[config.mk]
export PLATFORM = sky130hd
export DESIGN_NAME = xbdc_round_stage
export DESIGN_NICKNAME = d
export VERILOG_FILES = /design/src/hw/rtl/xbdc_pkg.sv /design/src/hw/rtl/xbdc_round_stage.sv
export SDC_FILE = /design/constraint.sdc
export NUM_CORES = 1
export LEC_CHECK = 0
export BUFFER_PORTS_ARGS = -buffer_cell sky130_fd_sc_hd__buf_2
export CORE_ASPECT_RATIO = 0.7
export CORE_MARGIN = 3
export CORE_UTILIZATION = 40
export DETAILED_ROUTE_END_ITERATION = 10
export PLACE_DENSITY = 0.76
export SLEW_MARGIN = 20
export SYNTH_ARGS = -nofsm -noshare
export SYNTH_HDL_FRONTEND = slang
export SYNTH_SLANG_ARGS = --single-unit
[constraint.sdc]
create_clock -name clk -period 5.7 [get_ports clk]
set_input_delay 0.285 -clock clk [delete_from_list [all_inputs] [get_ports clk]]
set_output_delay 0.285 -clock clk [all_outputs]
set_load 0.05 [all_outputs]
[src/hw/rtl/xbdc_pkg.sv]
`timescale 1ns / 1ps
// ----------------------------------------------------------------------------
// xbdc_pkg
// Shared types, constants and round helpers for the XTEA block decryptor.
// ----------------------------------------------------------------------------
package xbdc_pkg;

  // data widths
  localparam int WORD_W    = 32;
  localparam int BLOCK_W   = 2 * WORD_W;
  localparam int CFG_IDX_W = 4;
  localparam int KEY_SEL_W = 2;

  // cipher schedule
  localparam int               ROUNDS        = 48;
  localparam int               STAGES        = 2 * ROUNDS;
  localparam logic [WORD_W-1:0] DELTA        = 32'h9E37_79B9;
  localparam logic [WORD_W-1:0] SUM_INIT     = WORD_W'(ROUNDS) * DELTA;
  localparam int               KEY_SEL_SHIFT = 11;

  // plaintext patterns that get a verdict
  localparam logic [BLOCK_W-1:0] MATCH_A = 64'd420;
  localparam logic [BLOCK_W-1:0] MATCH_B = 64'd1337;

  // key words after reset
  localparam logic [WORD_W-1:0] KEY0_RESET = 32'h0000_AEF8;
  localparam logic [WORD_W-1:0] KEY1_RESET = 32'h0000_17FF;
  localparam logic [WORD_W-1:0] KEY2_RESET = 32'h0000_3137;
  localparam logic [WORD_W-1:0] KEY3_RESET = 32'h0000_0420;

  // configuration register indexes
  typedef enum logic [CFG_IDX_W-1:0] {
    REG_KEY0 = 4'd0,
    REG_KEY1 = 4'd1,
    REG_KEY2 = 4'd2,
    REG_KEY3 = 4'd3
  } cfg_reg_t;

  // verdict codes
  typedef enum logic [1:0] {
    VERDICT_NONE = 2'd0,
    VERDICT_420  = 2'd1,
    VERDICT_1337 = 2'd2
  } verdict_t;

  // four key words, index 0 in the low slot
  typedef logic [3:0][WORD_W-1:0] key_bank_t;

  // one pipeline slot: a is the word mixed next, b the word updated next
  typedef struct packed {
    logic              valid;
    logic [WORD_W-1:0] a;
    logic [WORD_W-1:0] b;
  } stage_word_t;

  // xtea mixing function
  function automatic logic [WORD_W-1:0] mix(input logic [WORD_W-1:0] x);
    return ((x << 4) ^ (x >> 5)) + x;
  endfunction

  // running sum seen by half-round h of round r
  function automatic logic [WORD_W-1:0] stage_sum(input int unsigned r, input logic h);
    logic [WORD_W-1:0] steps;
    steps = WORD_W'(r) + WORD_W'(h);
    return SUM_INIT - steps * DELTA;
  endfunction

  // key index of half-round h of round r
  function automatic logic [KEY_SEL_W-1:0] stage_key_sel(input int unsigned r,
                                                        input logic h);
    logic [WORD_W-1:0] s;
    s = stage_sum(r, h);
    return h ? s[KEY_SEL_W-1:0] : s[KEY_SEL_SHIFT +: KEY_SEL_W];
  endfunction

endpackage

[src/hw/rtl/xbdc_round_stage.sv]
`timescale 1ns / 1ps
// ----------------------------------------------------------------------------
// xbdc_round_stage
// One registered half-round: b -= mix(a) ^ (sum + key), then the words swap.
// ----------------------------------------------------------------------------
module xbdc_round_stage
  import xbdc_pkg::*;
(
  input  logic                 clk,
  input  logic                 rst_n,
  input  logic                 en,
  input  key_bank_t            keys,
  input  logic [WORD_W-1:0]    sum_c,
  input  logic [KEY_SEL_W-1:0] key_sel,
  input  stage_word_t          d_in,
  output stage_word_t          d_out
);

  logic [WORD_W-1:0] round_key;
  logic [WORD_W-1:0] f_val;
  logic [WORD_W-1:0] upd;
  logic              valid_r;
  logic [WORD_W-1:0] a_r;
  logic [WORD_W-1:0] b_r;

  // half-round datapath
  assign round_key = sum_c + keys[key_sel];
  assign f_val     = mix(d_in.a) ^ round_key;
  assign upd       = d_in.b - f_val;

  // valid bit
  always_ff @(posedge clk) begin
    if (!rst_n) begin
      valid_r <= 1'b0;
    end else if (en) begin
      valid_r <= d_in.valid;
    end
  end

  // data words, swapped so the next stage mixes the word just updated
  always_ff @(posedge clk) begin
    if (en) begin
      a_r <= upd;
      b_r <= d_in.a;
    end
  end

  assign d_out = '{valid: valid_r, a: a_r, b: b_r};

endmodule

==> results of run 1 <==
## where the power goes
| part | leakage (nW) | internal [mW] | total (mW) | switching (mW) |
|---|---|---|---|---|
| logic | 3.78 | 1.12 | 2.93 | 1.81 |
| clock network | 0.131 | 0.293 | 0.501 | 0.209 |
| registers | 0.635 | 0.769 | 0.798 | 0.0295 |
| total | 4.55 | 2.18 | 4.23 | 2.05 |
## state kept, by name, indices dropped and copies added, names as in the netlist
register,count
valid_r,1
a_r,32
b_r,32
## kinds of logic after synthesis
group | share of synthesized area
buffers and inverters | 0.02168
AO/OA/AOI/OAI | 0.2145
AND/OR/NAND/NOR | 0.1068
XOR/XNOR | 0.1629
multiplexers | 0.09370
adder cells (fa/ha/maj) | 0.1548
flip-flops | 0.2456
## per-layer routing
metal | GRT usage | part of all wire
met5 | 0 | 0.00052
met4 | 0.03765 | 0.0099
met3 | 0.04875 | 0.074
met2 | 0.3450 | 0.43
met1 | 0.3313 | 0.48
## metrics by stage
step | utilization | total power [mW] | area [um2] | setup WS, ns
final | 0.5210 | 4.226 | 9966 | 0.5558
after global routing | 0.5210 | 4.528 | 9966 | 0.1477
after CTS | 0.5210 | 4.210 | 9966 | 0.6080
after detailed placement | 0.5067 | 3.701 | 9693 | 0.2609
after floorplan | - | 3.026 | 7905 | 0.3956
after global placement | 0.5067 | 3.690 | 9693 | 0.3443
## cells in the mapped netlist, types with 6 or more instances
| library cell | count | area (um2) |
|---|---|---|
| a211oi_1 | 7 | 52.55 |
| a21o_1 | 49 | 367.9 |
| a21oi_1 | 80 | 400.4 |
| a31oi_1 | 9 | 56.30 |
| and3_1 | 8 | 50.05 |
| clkbuf_1 | 12 | 45.04 |
| edfxtp_1 | 64 | 1922 |
| ha_1 | 93 | 1164 |
| inv_1 | 24 | 90.09 |
| mux4_2 | 32 | 720.7 |
| nand2_1 | 42 | 157.7 |
| nand2b_1 | 13 | 81.33 |
| nand3_1 | 17 | 85.08 |
| nand4_1 | 11 | 68.82 |
| nor2_1 | 42 | 157.7 |
| nor2b_1 | 11 | 68.82 |
| nor3_1 | 12 | 60.06 |
| o21a_1 | 14 | 105.1 |
| o21ai_0 | 33 | 165.2 |
| o21ai_1 | 6 | 30.03 |
| o21bai_1 | 10 | 75.07 |
| xnor2_1 | 103 | 902.1 |
| xor2_1 | 44 | 385.4 |
## critical path, delay by kind of cell
| family | cells | cell delay, ns |
|---|---|---|
| xor gates and xnor gates | 3 | 0.53 |
| AOI/OAI and AO/OA | 7 | 1.32 |
| adders and majority gates | 2 | 0.73 |
| muxes | 1 | 0.51 |
| and+or+nand+nor | 5 | 1.19 |
| buffers and inverters | 2 | 0.62 |
## layout make-up
class	instances	area [um2]
Inverter	24	90.09
Multi-Input combinational cell	700	5792
Sequential cell	65	1942
Fill cell	1806	9163
Clock buffer	9	225.2
Clock inverter	7	47.55
Timing Repair Buffer	303	1539
Tap cell	264	330.3
## worst min path at each step
stage / from / to / slack [ns] / cells after the start
floorplan: d_in[32] / b_r[0] / 0.38 / 0
global placement: rst_n / valid_r / 0.50 / 2
detailed placement: valid_r / valid_r / 0.51 / 2
CTS: d_in[60] / b_r[28] / 0.15 / 1
global route: d_in[60] / b_r[28] / 0.15 / 1
finish: d_in[60] / b_r[28] / 0.16 / 1
==> reports/results.ini, run 1 <==
[timing]
max_freq_mhz=194.4
finalSetupViolations=0
period_needed_ns=5.144
grt_setup_unrepaired=no
whs_ns=0.1642
finalMaxSlewViolations=0
fin_worst_skew_ns=0
worst_pin_slew_ns=0.8400
slew_headroom=0.4400
period_share=0.9025
hold_violations=0
tns_ns=0

[clock_tree]
cts_buffers=9
worst_skew_pair.late_latency_ns=0.33
clock_sinks=65
cts-root-buf=clkbuf_16
cts_tree=built
cts_htree_levels=3
path_clk_slew_ns=0.06
post_cts_buffers=0
holdBufCountCts=0
clockBufferDepth=2
post_cts_resize_count=0

[critical_path]
rr_startpoint=valid_r
cp-startpoint=key_sel[0]
required_ns=5.78
endpoint_kind=flip-flop
cp_max_fo=15
reg2reg_to=valid_r
cp_common_cell=xnor2_1
reg2reg_slack_ns=5.09
crit_chain=buf_2 > buf_4 > mux4_2 > ha_1 > nand2_1 > nor3_1 > o21ai_0 > o211ai_2 > a31oi_1 > xnor2_1 > xnor2_1 > ha_1 > or2_2 > o311ai_1 > o21ai_0 > or3_4 > o211ai_1 > nand2b_1 > a21oi_1 > xnor2_1
arrival_ns=5.22
r2r_cells=2
crit_slowest_cell=mux4_2
critPathMaxStageDelay_ns=0.51
worstSetupEndpoint=a_r[27]
path_class=primary input to flip-flop
setup.worst_path.start_class=primary input

[placed_design]
port_buffers=294
routabilityCongestion=0.9452
hpwl_um=21680
dp.cells=1356

[yosys]
ys_types=62
async_flop_share=0
syn-cell-area_um2=7905
syn-num-nets=1135
synth_edf_count=64
synth-seq-area-share=0.2456
syn_inst=809
ys_ff_latch=65
synth_area_per_cell_um2=9.771
synth_flop_cell=edfxtp_1
yosys_warnings=0

[finish]
antenna_cells=0
final_cell_count_no_fill=1372
drive_gt1_frac=0.3375
final_common_cell=buf_2
num-nets-final=1429
syn_to_final_growth_pct=26.07
final_cell_mix=buf_2 (294), xnor2_1 (103), ha_1 (93)

[power]
peakVddDrop_uv=165.4
powerDensity_nw_per_um2=424.0
leakage_nw=4.549

[drt]
vias=7393
firstDrtPassIters=5
drtIter0Drc=706
drc=0
routed_wl_um=24970
antenna_left=0
viasPerCell=5.388
drt-wirelength-per-cell_um=18.20

[floorplanning]
initial_core_util=0.4133
io_pins=295
die_area_um2=21510
core_um2=19130
placementRows=42
die_height_um=123.6
die_w_um=174.0

[global_route]
grt_max_degree=66
grt-ovfl-total=0
grtUsageTotal=0.2248
grt_pass1_vias=7059
antenna_found_initial=1
grt_pass1_wl_um=37900

[outcome]
outcome=complete, no violations

[flow_run]
maxCapViolations=0

[worst_hold_path]
hold_path_class=primary input to flip-flop

Note: power is estimated with default switching activity, not from simulation.
==> run 2, diff against run 1 <==
--- a/config.mk
+++ b/config.mk
@@ -8,9 +8,10 @@
 export BUFFER_PORTS_ARGS = -buffer_cell sky130_fd_sc_hd__buf_2
 export CORE_ASPECT_RATIO = 0.7
 export CORE_MARGIN = 3
-export CORE_UTILIZATION = 40
+export CORE_UTILIZATION = 45
 export DETAILED_ROUTE_END_ITERATION = 10
-export PLACE_DENSITY = 0.76
+export PLACE_DENSITY = 0.83
+export RECOVER_POWER = 50
 export SLEW_MARGIN = 20
 export SYNTH_ARGS = -nofsm -noshare
 export SYNTH_HDL_FRONTEND = slang
==> run 2 against run 1 <==
The run now ends with capacitance limit, slew limit left. Highest routed layer is now met4. Cell count shrank 2.8%. Setup slack better by 0.077 ns. Flip-flop and latch count stayed put. Combinational power hardly changed. Register-to-register slack worse by 0.04 ns. Critical path depth increased by 1. First-iteration DRC count fell by 4.0%. Clock skew is the same. Sequential share of layout area up 0.096 points.
==> reports/results.ini, run 2 (same netlist as run 1, synthesis figures left out) <==
[timing]
grt_setup_unrepaired=no
tns_ns=0  ; unchanged
finalMaxSlewViolations=66  ; +66
period_share=0.8889  ; -0.01357
max_freq_mhz=197.4  ; +1.5%
fin_worst_skew_ns=0  ; unchanged
hold_violations=0  ; unchanged
finalSetupViolations=0  ; unchanged
whs_ns=0.1757  ; +0.01152 ns
worst_pin_slew_ns=3.549  ; +2.709 ns
period_needed_ns=5.067  ; -0.07735 ns
slew_headroom=-1.366  ; -1.806

[global_route]
grtUsageTotal=0.2482  ; +0.02339
grt_max_degree=66  ; unchanged
grt-ovfl-total=0  ; unchanged
grt_pass1_wl_um=37250  ; -1.7%
grt_pass1_vias=7036  ; -0.33%
antenna_found_initial=2  ; +1

[drt]
routed_wl_um=25160  ; +0.77%
drtIter0Drc=678  ; -4.0%
vias=7559  ; +2.2%
firstDrtPassIters=5  ; unchanged
drt-wirelength-per-cell_um=18.87  ; +3.7%
viasPerCell=5.671  ; +5.2%
antenna_left=0  ; unchanged
drc=0  ; unchanged

[floorplanning]
die_area_um2=19220  ; -11%
core_um2=16740  ; -12%
die_height_um=116.9  ; -5.4%
placementRows=39  ; -7.1%
io_pins=295  ; unchanged
initial_core_util=0.4723  ; +0.05904
die_w_um=164.4  ; -5.5%

[placed_design]
routabilityCongestion=0.9679  ; +2.4%
dp.cells=1314  ; -3.1%
hpwl_um=21620  ; -0.31%
port_buffers=294  ; unchanged

[finish]
syn_to_final_growth_pct=25.45
num-fill-cells=1501  ; -17%
final_common_cell=buf_2
drive_gt1_frac=0.3050  ; -0.03257
ff_latch_area_um2=1942  ; unchanged
final_cell_count_no_fill=1333  ; -2.8%
multi_input_comb_area_um2=5792  ; unchanged
final_cell_mix=buf_2 (261), xnor2_1 (103), ha_1 (93)
fin_util=0.5925  ; +0.07151
num-nets-final=1426  ; -0.21%
largestRegisters=a_r x32, b_r x32, valid_r x1

[critical_path]
setup.worst_path.start_class=primary input
arrival_ns=5.14  ; -0.08 ns
path_class=primary input to flip-flop
reg2reg_slack_ns=5.05  ; -0.04 ns
cp_max_fo=19  ; +4
required_ns=5.78  ; about the same
endpoint_kind=flip-flop

[clock_tree]
post_cts_buffers=0  ; unchanged
cts_tree=built
worst_skew_pair.late_latency_ns=0.33  ; about the same
post_cts_resize_count=0  ; unchanged
path_clk_slew_ns=0.05  ; about the same
holdBufCountCts=0  ; unchanged
cts_buffers=9  ; unchanged
clock_sinks=65  ; unchanged
cts_htree_levels=3  ; unchanged
cts-root-buf=clkbuf_16
clockBufferDepth=2  ; unchanged

[power]
peakVddDrop_uv=291.7  ; +76%
powerDensity_nw_per_um2=436.0  ; +2.8%
power_mw=4.323  ; +2.3%
leakage_nw=4.469  ; -1.8%

[outcome]
outcome=finished, violations left
violations=capacitance limit, slew limit

[flow_run]
maxCapViolations=1  ; +1

[worst_hold_path]
hold_path_class=primary input to flip-flop

==> run 2: changes by cell type in the layout (fill, tap and decap cells not counted) <==
cell,before,now
clkinv_2,3,2
buf_4,9,4
bufinv_16,0,2
buf_2,294,261
buf_12,0,1
diode_2,0,3
clkinvlp_4,2,1
clkbuf_1,0,34
==> run 2: path summary, 6_finish.rpt <==
path,from,endpoint,cells past startpoint
min,rst_n,valid_r,2
min reg2reg,valid_r,valid_r,2
max reg2reg,valid_r,valid_r,2
max,key_sel[0],a_r[27],21
==> run 2: layer usage <==
layer | up-vias | routed length (um) | GRT usage
met1 | 3500 | 11410 | 0.3584
met4 | 0 | 268 | 0.06592
met3 | 24 | 2164 | 0.04362
li1 | 3670 | - | -
met5 | - | 0 | 0
met2 | 365 | 11310 | 0.3873
==> run 2: final cells by class <==
cell class,count,area share
clock inverters,7,0.009589
repair buffers,300,0.1496
diodes,3,0.0007570
flip-flops and latches,65,0.1958
clock buffers,9,0.02271
inverters,24,0.009084
multi-input cells,700,0.5840
well taps,225,0.02839
==> run 2: worst max-delay path, cell delays in order <==
cell and delay [ns]:
buf_2 0.10, buf_12 0.16, buf_4 0.35, mux4_2 0.56
ha_1 0.40, nand2_1 0.13, nor3_1 0.25, o21ai_0 0.16
o211ai_2 0.34, xnor2_1 0.14, xnor2_1 0.22, ha_1 0.36
a2111oi_2 0.38, o21ai_1 0.12, o311ai_1 0.11, o21ai_0 0.15
or3_4 0.35, o211ai_1 0.23, nand2b_1 0.08, a21oi_1 0.17
xnor2_1 0.07
==> run 2: metrics by stage <==
stage	area [um2]	worst slack, ns
floorplan	7905	0.3956
global placement	9634	0.4470
detailed placement	9634	0.2936
CTS	9955	0.6451
global route	9915	0.2069
finish	9917	0.6331
==> run 2: report_power, final <==
group	switching, mW	total [mW]	internal [mW]
sequential	0.0293	0.800	0.771
combinational	1.83	2.93	1.11
clock	0.209	0.591	0.382
