===== config.mk =====
export PLATFORM = sky130hd
export DESIGN_NAME = xbdc_key_regs_flat
export DESIGN_NICKNAME = d
export VERILOG_FILES = /design/src/hw/rtl/xbdc_pkg.sv /design/src/hw/rtl/xbdc_if.sv /design/src/hw/rtl/xbdc_key_regs.sv /design/src/flat_wrapper.sv
export SDC_FILE = /design/constraint.sdc
export NUM_CORES = 1
export LEC_CHECK = 0
export BUFFER_PORTS_ARGS = -buffer_cell sky130_fd_sc_hd__buf_2
export CAP_MARGIN = 25
export CELL_PAD_IN_SITES_DETAIL_PLACEMENT = 1
export CELL_PAD_IN_SITES_GLOBAL_PLACEMENT = 2
export CORE_MARGIN = 3
export CORE_UTILIZATION = 32
export CTS_CLUSTER_DIAMETER = 30
export DETAILED_ROUTE_END_ITERATION = 16
export PLACE_DENSITY_LB_ADDON = 0.12
export SETUP_SLACK_MARGIN = 0.05
export SYNTH_ARGS = -nofsm -noshare
export SYNTH_HDL_FRONTEND = slang
export SYNTH_SLANG_ARGS = --single-unit

===== constraint.sdc =====
create_clock -name clk -period 4.6 [get_ports clk]
set_clock_uncertainty 0.05 [all_clocks]
set_input_delay 0.46 -clock clk [delete_from_list [all_inputs] [get_ports clk]]
set_output_delay 0.46 -clock clk [all_outputs]
set_load 0.02 [all_outputs]

===== src/hw/rtl/xbdc_pkg.sv =====
`timescale 1ns / 1ps
// ----------------------------------------------------------------------------
// xbdc_pkg
// Shared types, constants and round helpers for the XTEA block decryptor.
// ----------------------------------------------------------------------------
package xbdc_pkg;

  // data widths
  localparam int WORD_W    = 32;
  localparam int BLOCK_W   = 2 * WORD_W;
  localparam int CFG_IDX_W = 4;
  localparam int KEY_SEL_W = 2;

  // cipher schedule
  localparam int               ROUNDS        = 48;
  localparam int               STAGES        = 2 * ROUNDS;
  localparam logic [WORD_W-1:0] DELTA        = 32'h9E37_79B9;
  localparam logic [WORD_W-1:0] SUM_INIT     = WORD_W'(ROUNDS) * DELTA;
  localparam int               KEY_SEL_SHIFT = 11;

  // plaintext patterns that get a verdict
  localparam logic [BLOCK_W-1:0] MATCH_A = 64'd420;
  localparam logic [BLOCK_W-1:0] MATCH_B = 64'd1337;

  // key words after reset
  localparam logic [WORD_W-1:0] KEY0_RESET = 32'h0000_AEF8;
  localparam logic [WORD_W-1:0] KEY1_RESET = 32'h0000_17FF;
  localparam logic [WORD_W-1:0] KEY2_RESET = 32'h0000_3137;
  localparam logic [WORD_W-1:0] KEY3_RESET = 32'h0000_0420;

  // configuration register indexes
  typedef enum logic [CFG_IDX_W-1:0] {
    REG_KEY0 = 4'd0,
    REG_KEY1 = 4'd1,
    REG_KEY2 = 4'd2,
    REG_KEY3 = 4'd3
  } cfg_reg_t;

  // verdict codes
  typedef enum logic [1:0] {
    VERDICT_NONE = 2'd0,
    VERDICT_420  = 2'd1,
    VERDICT_1337 = 2'd2
  } verdict_t;

  // four key words, index 0 in the low slot
  typedef logic [3:0][WORD_W-1:0] key_bank_t;

  // one pipeline slot: a is the word mixed next, b the word updated next
  typedef struct packed {
    logic              valid;
    logic [WORD_W-1:0] a;
    logic [WORD_W-1:0] b;
  } stage_word_t;

  // xtea mixing function
  function automatic logic [WORD_W-1:0] mix(input logic [WORD_W-1:0] x);
    return ((x << 4) ^ (x >> 5)) + x;
  endfunction

  // running sum seen by half-round h of round r
  function automatic logic [WORD_W-1:0] stage_sum(input int unsigned r, input logic h);
    logic [WORD_W-1:0] steps;
    steps = WORD_W'(r) + WORD_W'(h);
    return SUM_INIT - steps * DELTA;
  endfunction

  // key index of half-round h of round r
  function automatic logic [KEY_SEL_W-1:0] stage_key_sel(input int unsigned r,
                                                        input logic h);
    logic [WORD_W-1:0] s;
    s = stage_sum(r, h);
    return h ? s[KEY_SEL_W-1:0] : s[KEY_SEL_SHIFT +: KEY_SEL_W];
  endfunction

endpackage


===== src/hw/rtl/xbdc_if.sv =====


// key write channel
interface xbdc_cfg_if
  import xbdc_pkg::*;
();
  logic                 valid;
  logic                 ready;
  logic [CFG_IDX_W-1:0] index;
  logic [WORD_W-1:0]    data;

  modport source (output valid, output index, output data, input ready);
  modport sink   (input valid, input index, input data, output ready);
endinterface


===== src/hw/rtl/xbdc_key_regs.sv =====
`timescale 1ns / 1ps
// ----------------------------------------------------------------------------
// xbdc_key_regs
// Holds the four 32-bit key words written over the configuration channel.
// ----------------------------------------------------------------------------
module xbdc_key_regs
  import xbdc_pkg::*;
(
  input  logic             clk,
  input  logic             rst_n,
  xbdc_cfg_if.sink         cfg,
  output key_bank_t        keys
);

  key_bank_t keys_r;
  key_bank_t keys_nxt;

  // writes are always taken
  assign cfg.ready = 1'b1;

  // decode the register index, unknown indexes are dropped
  always_comb begin
    keys_nxt = keys_r;
    if (cfg.valid) begin
      case (cfg.index)
        REG_KEY0: keys_nxt[0] = cfg.data;
        REG_KEY1: keys_nxt[1] = cfg.data;
        REG_KEY2: keys_nxt[2] = cfg.data;
        REG_KEY3: keys_nxt[3] = cfg.data;
        default:  keys_nxt    = keys_r;
      endcase
    end
  end

  always_ff @(posedge clk) begin
    if (!rst_n) begin
      keys_r <= {KEY3_RESET, KEY2_RESET, KEY1_RESET, KEY0_RESET};
    end else begin
      keys_r <= keys_nxt;
    end
  end

  assign keys = keys_r;

endmodule


===== src/flat_wrapper.sv =====
// flat-port wrapper written by rule: the top's interface ports become plain ports
module xbdc_key_regs_flat import xbdc_pkg::*;
  (clk, rst_n, keys, cfg_valid, cfg_index, cfg_data, cfg_ready);
  xbdc_cfg_if cfg_i ();
  input  logic clk;
  input  logic rst_n;
  output key_bank_t keys;
  input wire logic [$bits(cfg_i.valid)-1:0] cfg_valid;
  input wire logic [$bits(cfg_i.index)-1:0] cfg_index;
  input wire logic [$bits(cfg_i.data)-1:0] cfg_data;
  output wire logic [$bits(cfg_i.ready)-1:0] cfg_ready;
  assign cfg_i.valid = cfg_valid;
  assign cfg_i.index = cfg_index;
  assign cfg_i.data = cfg_data;
  assign cfg_ready = cfg_i.ready;
  xbdc_key_regs u_core (.clk(clk), .rst_n(rst_n), .cfg(cfg_i), .keys(keys));
endmodule

==> impl_metrics.tcl, run 1 <==
set metrics [dict create \
    status "completed" \
    ys_types 19 \
    yosysTopAreaCellShare_pct 52.93 \
    busiest_layer "met2" \
    grtUsageMet1_pct 22.48 \
    largest_register_ffs 128 \
    cts-root-buf "clkbuf_16" \
    stdcell_area_um2 6294 \
    timing.setup.tns_ns 0 \
    cp.required_ns 4.88 \
    post_dp_cell_area_um2 5719 \
    cp.arrival_ns 2.39 \
    place_ws_ns 2.034 \
    crit_path_start_kind "input pin" \
    grt_pass1_vias 4080 \
    seqPwrFrac_pct 45.2 \
    place_congestion 0.7054 \
    vias_per_cell 4.708 \
    drt-initial-drc-count 128 \
    drt-total-wl_um 14010 \
    switching_share_pct 22.64 \
    ant_nets 0 \
    fillerInstances 1700 \
    p_clk_share_pct 48.9 \
    use_met2_pct 26.55 \
    cp_max_fo 25 \
    place_hpwl_um 9801 \
    wl_per_cell_um 16.81 \
    setup_viol 0 \
    antenna_found_initial 0 \
    multi_input_area_um2 1998 \
    fp.dieArea_um2 16640 \
    p_leak_nw 3.202 \
    area_growth_pct 30.01 \
    ff_latch_area_um2 2562 \
    cts_tree "built" \
    critical_path_class "input pin to flop" \
    combinationalPowerShare_pct 5.9 \
    dieWidth_um 129.0 \
    insertion_delay_ns 0.40 \
    max_freq_ghz 0.4730 \
    clkTransAtPathRegs_ns 0.05 \
    period_minus_slack_ns 2.114 \
    grt_max_degree 97 \
    synth_area_um2 4841 \
    synth_area_leaders "dfxtp_1 53%, mux2i_1 22%, nand2_1 9.9%" \
    clockBufferDepth 2 \
    avgSynthCellArea_um2 9.981 \
    total_power_mw 2.512 \
    synth_cells 485 \
    yosys.area.top_type "dfxtp_1" \
    grt_overflow_total 0 \
    setup_slack_ns 2.486 \
    floorplan.initialDensity_pct 33.06 \
    ys_seq_area_share_pct 52.93 \
    cts.sink_count 128 \
    yosysWarnings 0 \
    fin_crit_sh_pct 45.96 \
    ys_ff_latch 128 \
    rows 44 \
    grt_pass1_wl_um 22030 \
    vdd_ir_drop_max_mv 0.2387 \
    gr-usage-met3_pct 5.729 \
    cap_viol_max_count 0 \
    grt.total_usage_pct 17.19 \
    synthesis.nets 524 \
    cts_hold_buffers 0 \
    cts_buffers 17 \
    post_cts_resized 0 \
    nets 676 \
    slew_viol_final 0 \
    cts_setup_buffers 0 \
    vias 3922 \
    antenna_cells 0 \
    worstHoldPathType "input pin to flop" \
    die_h_um 129.0 \
    slew_headroom_pct 30.47 \
    power_switching_uw 568.5 \
    drt_first_pass_iters 4 \
    rsz0062_at_grt "false" \
    cellPowerDensity_nw_per_um2 399.1 \
    endpoint_kind "flop" \
    drive_gt1_share_pct 31.59 \
    portBuffers 166 \
    core_area_um2 14640 \
    worst_slew_pin_slew_ns 1.040 \
    hold_violations 0 \
    ctsHtreeMaxLevel 4 \
    drc 0 \
    ios 168 \
    p_int_mw 1.943 \
]
-- power by group through the flow --
stage          registers [mW]  logic, mW  clock network (mW)
3_5_place_dp             1.16      0.151                   0
2_1_floorplan            1.18     0.0736                   0
5_1_grt                  1.14      0.165                1.32
6_report                 1.13      0.149                1.23
3_3_place_gp             1.16      0.147                   0
4_1_cts                  1.13      0.151                1.26
-- worst max-delay path: stages --
cell and delay, ns:
buf_2 0.10, or3_1 0.64, nor2_4 0.91, mux2i_1 0.27
-- path summary, 6_finish.rpt --
path	from	endpoint	slack, ns	depth (start not counted)
min reg2reg	u_core.keys[48]	u_core.keys[48]	0.41	2
min	cfg_data[5]	u_core.keys[5]	0.28	3
max reg2reg	u_core.keys[69]	u_core.keys[69]	3.83	2
max	cfg_index[0]	u_core.keys[83]	2.49	4
-- kinds of logic (layout without fill, tap and decap cells) --
group | after synthesis | after routing | synth area share [%]
and+or+nand+nor | 153 | 153 | 13.26
AOI/OAI and AO/OA | 46 | 46 | 6.126
buffers and inverters | 52 | 216 | 5.893
muxes | 105 | 105 | 21.71
DFF | 128 | 128 | 52.93
other | 1 | 1 | 0.07747
-- routing by layer --
layer	up-vias	wire length, µm
li1	1926	-
met5	-	0
met1	1868	6418
met4	0	176
met3	14	889
met2	114	6521
-- final cells by class --
class / count / area share [%]
clock buffers: 26 / 8.250
clock inverters: 5 / 0.4374
inverters: 14 / 0.8350
multi-input cells: 305 / 31.75
flip-flops and latches: 128 / 40.72
well taps: 184 / 3.658
repair buffers: 171 / 14.35
-- cell usage in the layout (no fill, tap or decap), types with 3 or more instances in the layout --
cell type	count
mux2i_1	105
buf_4	4
or2_2	3
dfxtp_1	128
nor2b_1	17
buf_2	165
clkinv_2	4
o211ai_1	16
nand2_1	128
o311ai_0	7
clkbuf_1	3
clkbuf_8	6
clkbuf_16	17
o21ai_0	23
inv_1	14
-- synth_stat cells --
library cell	count
inv_1	14
nand2_1	128
o311ai_0	7
or2_2	2
or2_1	1
o211ai_1	16
or3_1	1
buf_2	3
dfxtp_1	128
mux2i_1	105
buf_4	1
o21ai_0	23
conb_1	1
nand2b_1	1
nor2_2	2
nor2b_1	17
or3b_4	1
clkbuf_1	23
buf_6	11
-- per-stage QoR --
step | instances | hold slack, ns | util [%]
3_5_place_dp | 801 | 0.4005 | 39.06
2_1_floorplan | 485 | 0.4832 | -
3_3_place_gp | 800 | 0.3899 | 38.92
4_1_cts | 832 | 0.2604 | 42.79
5_1_grt | 833 | 0.2752 | 42.98
6_report | 833 | 0.2828 | 42.98
No activity file was read; power rests on OpenSTA's default activity.
==> run 2: changes to the inputs <==
--- a/config.mk
+++ b/config.mk
@@ -10,7 +10,7 @@
 export CELL_PAD_IN_SITES_DETAIL_PLACEMENT = 1
 export CELL_PAD_IN_SITES_GLOBAL_PLACEMENT = 2
 export CORE_MARGIN = 3
-export CORE_UTILIZATION = 32
+export CORE_UTILIZATION = 27
 export CTS_CLUSTER_DIAMETER = 30
 export DETAILED_ROUTE_END_ITERATION = 16
 export PLACE_DENSITY_LB_ADDON = 0.12
==> constraint.sdc (replaced) <==
create_clock -name clk -period 1.77 [get_ports clk]
set_clock_uncertainty 0.05 [all_clocks]
set_input_delay 0.177 -clock clk [delete_from_list [all_inputs] [get_ports clk]]
set_output_delay 0.177 -clock clk [all_outputs]
set_load 0.02 [all_outputs]
==> run 2 against run 1 <==
Final cell count grew 6.7%. Register-to-register slack worse by 2.8 ns. Sequential cell count did not move. Sequential power grew to 2.6 times the previous value. Final area grew 3.6%. Wire length increased by 6.1%. Total power grew to 2.6 times the previous value.
==> impl_metrics.tcl, run 2 (synthesis results as in run 1) <==
set metrics [dict create \
    endpoint_kind "flop" \
    grt_overflow_total 0 \
    setup_slack_ns 0.5705 \
    cp_max_fo 21 \
    clockBufferDepth 2 \
    worstHoldPathType "input pin to flop" \
    layout_common_cells "165 x buf_2, 128 x nand2_1, 128 x dfxtp_1" \
    routed.top_layer "met4" \
    floorplan.initialDensity_pct 27.79 \
    fillerInstances 2017 \
    status "completed" \
    cts_tree "built" \
    hold_violations 0 \
    dp.cells 854 \
    grt_pass1_wl_um 23220 \
    drt-total-wl_um 14860 \
    setup_viol 0 \
    hp-start "cfg_data[2]" \
    die_h_um 139.9 \
    nets 691 \
    largest_register_ffs 128 \
    core_area_um2 17420 \
    ff_latch_area_um2 2562 \
    cp.arrival_ns 1.47 \
    vdd_ir_drop_max_mv 0.6333 \
    final_common_cell "buf_2" \
    cts-root-buf "clkbuf_16" \
    period_minus_slack_ns 1.200 \
    cap_viol_max_count 0 \
    insertion_delay_ns 0.41 \
    grt_pass1_vias 4168 \
    place_hpwl_um 10710 \
    vias 3957 \
    routed-wl-met3_um 839 \
    drc 0 \
    wl_met2_um 7273 \
    wl_met1_um 6631 \
    r2r_slack_ns 1.00 \
    slew_viol_final 0 \
    ios 168 \
    dieWidth_um 139.9 \
    ant_nets 0 \
    post_cts_resized 0 \
    p_leak_nw 3.283 \
    vias_per_cell 4.451 \
    cts_buffers 17 \
    antenna_cells 0 \
    area_growth_pct 34.66 \
    drive_gt1_share_pct 32.23 \
    rr_endpoint "u_core.keys[69]" \
    stdcell_area_um2 6519 \
    max_freq_ghz 0.8337 \
    drt-initial-drc-count 170 \
    cts_setup_buffers 0 \
    place_congestion 0.7251 \
    r2r-start "u_core.keys[69]" \
    critical_path_class "input pin to flop" \
    min_to "u_core.keys[98]" \
    clkTransAtPathRegs_ns 0.05 \
    crit_path_start_kind "input pin" \
    rsz0062_at_grt "false" \
    multi_input_area_um2 1998 \
    portBuffers 166 \
    fp.dieArea_um2 19570 \
    fin_cells 889 \
    ctsHtreeMaxLevel 4 \
    cts.sink_count 128 \
    cellPowerDensity_nw_per_um2 1012 \
    wl_per_cell_um 16.71 \
    drt_first_pass_iters 4 \
    hold-path-cell-count 3 \
    timing.setup.tns_ns 0 \
    grt_max_degree 50 \
    cp.required_ns 2.04 \
    rows 48 \
    fin_crit_sh_pct 67.77 \
    place_ws_ns 0.1450 \
    grt.total_usage_pct 15.12 \
    hold_ws_ns 0.02054 \
    r2r_cells 2 \
    post_dp_cell_area_um2 5936 \
    antenna_found_initial 0 \
]
-- run 2: cell count changes in the layout (fill, tap and decap cells not counted) --
cell / delta
clkbuf_8: -3
buf_16: -1
buf_12: +6
buf_4: +6
clkbuf_1: +2
bufinv_16: +1
dlygate4sd3_1: +4
-- run 2: what timing repair did --
action                                  CTS  global route
endpoints found under the setup margin    0             0
endpoints found under the hold margin     5             0
hold buffers                              4             0
-- run 2: worst max-delay path by stage --
| stage | slack [ns] | end | startpoint |
|---|---|---|---|
| finish | 0.57 | u_core.keys[75] | cfg_index[0] |
| global route | 0.54 | u_core.keys[53] | cfg_index[3] |
| CTS | 0.56 | keys[69] | u_core.keys[69] |
| detailed placement | 0.14 | u_core.keys[75] | cfg_index[0] |
| global placement | 0.18 | u_core.keys[49] | cfg_index[3] |
| floorplan | 0.26 | u_core.keys[78] | cfg_index[0] |
-- run 2: layout make-up --
type                            instances  share of cell area [%]
Clock inverter                          6                  0.8829
Clock buffer                           25                   7.447
Multi-Input combinational cell        305                   30.65
Timing Repair Buffer                  186                   16.58
Inverter                               14                  0.8061
Tap cell                              225                   4.319
Sequential cell                       128                   39.31
-- run 2: power by group --
group / switching [mW] / total, mW / internal (mW)
logic: 0.267 / 0.420 / 0.153
registers: 0.0221 / 2.95 / 2.93
clock network: 1.20 / 3.23 / 2.03
total: 1.49 / 6.59 / 5.10
-- run 2: metrics by stage --
step	total power, mW	util [%]
6_report	6.595	37.43
5_1_grt	6.879	37.43
4_1_cts	6.717	37.43
3_5_place_dp	3.431	34.08
3_3_place_gp	3.422	34.08
2_1_floorplan	3.250	-
-- run 2: per-layer routing --
| layer | vias up | track usage (%) |
|---|---|---|
| met2 | 95 | 25.45 |
| met4 | 0 | 3.825 |
| met3 | 8 | 5.667 |
| met5 | - | 0 |
| li1 | 1950 | - |
| met1 | 1904 | 18.32 |
-- run 2: worst max-delay path, cell delays in order --
cell     delay (ns)
buf_2          0.10
or3_1          0.41
buf_4          0.18
nor2_4         0.14
buf_12         0.22
mux2i_1        0.24
==> run 3: changes to the inputs <==
--- a/config.mk
+++ b/config.mk
@@ -5,6 +5,7 @@
 export SDC_FILE = /design/constraint.sdc
 export NUM_CORES = 1
 export LEC_CHECK = 0
+export ABC_AREA = 1
 export BUFFER_PORTS_ARGS = -buffer_cell sky130_fd_sc_hd__buf_2
 export CAP_MARGIN = 25
 export CELL_PAD_IN_SITES_DETAIL_PLACEMENT = 1
==> constraint.sdc (replaced) <==
create_clock -name clk -period 1.25 [get_ports clk]
set_clock_uncertainty 0.05 [all_clocks]
set_input_delay 0.125 -clock clk [delete_from_list [all_inputs] [get_ports clk]]
set_output_delay 0.125 -clock clk [all_outputs]
set_load 0.02 [all_outputs]
==> run 3 against run 2 <==
Area after synthesis rose by 20%. Sequential share of layout area is 6.6 points lower. Final area up 20%. Synthesized cell count increased by 81%. Worst hold slack improved by 0.030 ns. Largest cell class unchanged.
==> impl_metrics.tcl, run 3 <==
set metrics [dict create \
    r2r-start "u_core.keys[71]" \
    setup_viol 0 \
    largest_register_ffs 128 \
    cp.required_ns 1.08 \
    p_int_mw 7.529 \
    cts_buffers 17 \
    endpoint "keys[88]" \
    clockBufferDepth 2 \
    synth_cells 876 \
    synthMuxAreaShare_pct 0 \
    grt_overflow_total 0 \
    grt_pass1_wl_um 33000 \
    seqPwrFrac_pct 41.3 \
    ys.flop_type "dfxtp_1" \
    p_clk_share_pct 47.7 \
    ios 168 \
    cts_setup_buffers 0 \
    fin_crit_sh_pct 91.91 \
    multi_input_area_um2 2245 \
    crit_path_start_kind "flop" \
    grt_pass1_vias 5922 \
    worstHoldPathType "input pin to flop" \
    synth_xor_area_share_pct 0 \
    cts_tree "built" \
    cts-root-buf "clkbuf_16" \
    floorplan.initialDensity_pct 27.61 \
    cellPowerDensity_nw_per_um2 1305 \
    cp_num_cells 1 \
    yosysWarnings 0 \
    path_cells "buf_2" \
    drt-initial-drc-count 265 \
    grt_max_degree 52 \
    vias 5851 \
    ys_types 13 \
    drt_first_pass_iters 4 \
    fp.dieArea_um2 23360 \
    path_delay_family "flip-flops" \
    synth_simple_gate_area_share_pct 38.05 \
    die_h_um 152.9 \
    vias_per_cell 4.413 \
    period_minus_slack_ns 1.149 \
    max_freq_ghz 0.8704 \
    cp_max_fo 2 \
    synth_top_family_by_area "simple AND/OR/NAND/NOR gates" \
    place_congestion 0.7239 \
    timing.setup.tns_ns 0 \
    drive_gt1_share_pct 22.26 \
    drt-total-wl_um 20550 \
    rsz0062_at_grt "false" \
    wl_per_cell_um 15.50 \
    critical_path_class "flop to output pin" \
    rr_endpoint "u_core.keys[71]" \
    ys_seq_area_share_pct 44.01 \
    crit_start "u_core.keys[88]" \
    critPathMaxStageDelay_ns 0.37 \
    ys_top_cells_by_count "207 x nand2_1, 184 x inv_1, 128 x dfxtp_1, 128 x nand4_1, 119 x nor2_1" \
    synth_edf_count 0 \
    yosysTopAreaCellShare_pct 44.01 \
    synth_area_leaders "dfxtp_1 44%, nand4_1 14%, nand2_1 13%" \
    crit_slowest_cell "dfxtp_1" \
    grt.total_usage_pct 17.67 \
    r2r_cells 4 \
    p_leak_nw 4.041 \
    nets 1077 \
    synthArstFlopShare_pct 0 \
    avgSynthCellArea_um2 6.647 \
    vdd_ir_drop_max_mv 0.9789 \
    combinationalPowerShare_pct 11.0 \
    rows 53 \
    r2r_slack_ns 0.54 \
    place_hpwl_um 14590 \
    synth_area_um2 5823 \
    cap_viol_max_count 0 \
    endpoint_kind "output pin" \
    status "completed" \
    fin_cells 1326 \
    ctsHtreeMaxLevel 4 \
    cts.sink_count 128 \
    hold_violations 0 \
    yosys.cell_count.top_type "nand2_1" \
    dieWidth_um 152.9 \
    yosys.area.top_type "dfxtp_1" \
    ff_latch_area_um2 2564 \
    insertion_delay_ns 0.42 \
    portBuffers 166 \
    slew_viol_final 0 \
    drc 0 \
    cp.arrival_ns 0.97 \
    layout_common_cells "207 x nand2_1, 184 x inv_1, 165 x buf_2" \
    power_switching_mw 2.686 \
    clkTransAtPathRegs_ns 0.06 \
    area_growth_pct 34.42 \
    synth_fa_ha_area_share_pct 0 \
    core_area_um2 21090 \
    ant_nets 0 \
    cp.buffers_inverters 1 \
    synth-compound-area-share_pct 0 \
    ys_ff_latch 128 \
    antenna_cells 0 \
    antenna_found_initial 2 \
    fillerInstances 2751 \
    final_common_cell "nand2_1" \
    synthesis.nets 915 \
    dp.cells 1278 \
    switching_share_pct 26.30 \
]
-- run 3: worst min-delay path by stage --
stage,slack [ns],startpoint,cells after the start,to
CTS,0.04,cfg_data[31],5,u_core.keys[95]
global route,0.07,cfg_data[31],5,u_core.keys[95]
detailed placement,0.39,cfg_data[11],3,u_core.keys[11]
finish,0.05,cfg_data[31],5,u_core.keys[95]
global placement,0.38,cfg_data[11],3,u_core.keys[11]
floorplan,0.25,cfg_data[0],2,u_core.keys[32]
-- run 3: cells by family after synthesis --
| group | count (synthesis) |
|---|---|
| and+or+nand+nor | 491 |
| other | 1 |
| DFF | 128 |
| buffers and inverters | 256 |
-- run 3: power by group through the flow --
| stage | Sequential [mW] | Combinational [mW] | Clock (mW) |
|---|---|---|---|
| after floorplan | 4.42 | 0.538 | 0 |
| after global placement | 4.32 | 1.10 | 0 |
| after detailed placement | 4.31 | 1.10 | 0 |
| after CTS | 4.23 | 1.14 | 5.02 |
| after global routing | 4.23 | 1.25 | 5.19 |
| final | 4.22 | 1.12 | 4.87 |
-- run 3: tightest hold or removal path, stage by stage --
cell and delay [ns]:
buf_2 0.07, inv_1 0.07, nand4_1 0.10, nand2_1 0.05
nor2_1 0.07
-- run 3: through the flow --
step / total power [mW] / instance area (µm²) / setup slack [ns] / hold WS [ns] / util (%)
finish: 10.22 / 7828 / 0.1012 / 0.05095 / 37.12
detailed placement: 5.418 / 7099 / 0.01869 / 0.3853 / 33.67
global placement: 5.413 / 7099 / 0.03345 / 0.3751 / 33.67
global route: 10.68 / 7828 / 0.06157 / 0.07066 / 37.12
floorplan: 4.955 / 5823 / 0.2862 / 0.2524 / -
CTS: 10.39 / 7826 / 0.06151 / 0.04143 / 37.11
-- run 3: layer usage --
layer  global-route usage, %  vias to the layer above  wire, µm
met5                       0                        -        20
met4                   5.431                        4       380
met3                   4.530                       27       941
met2                   29.08                      120      9897
met1                   22.85                     2672      9313
li1                        -                     3028         -
-- run 3: area by class of cell --
type,count,share of cell area (%)
Tap cell,275,4.396
Clock inverter,10,1.439
Timing Repair Buffer,212,17.97
Sequential cell,128,32.75
Multi-Input combinational cell,492,28.68
Clock buffer,22,5.802
Inverter,187,8.967
-- run 3: repair_timing --
action | 4_1_cts | 5_1_grt
endpoints found under the hold margin | 28 | 0
hold buffers | 16 | 0
gates resized for setup | 0 | 1
setup endpoints to repair | 0 | 1
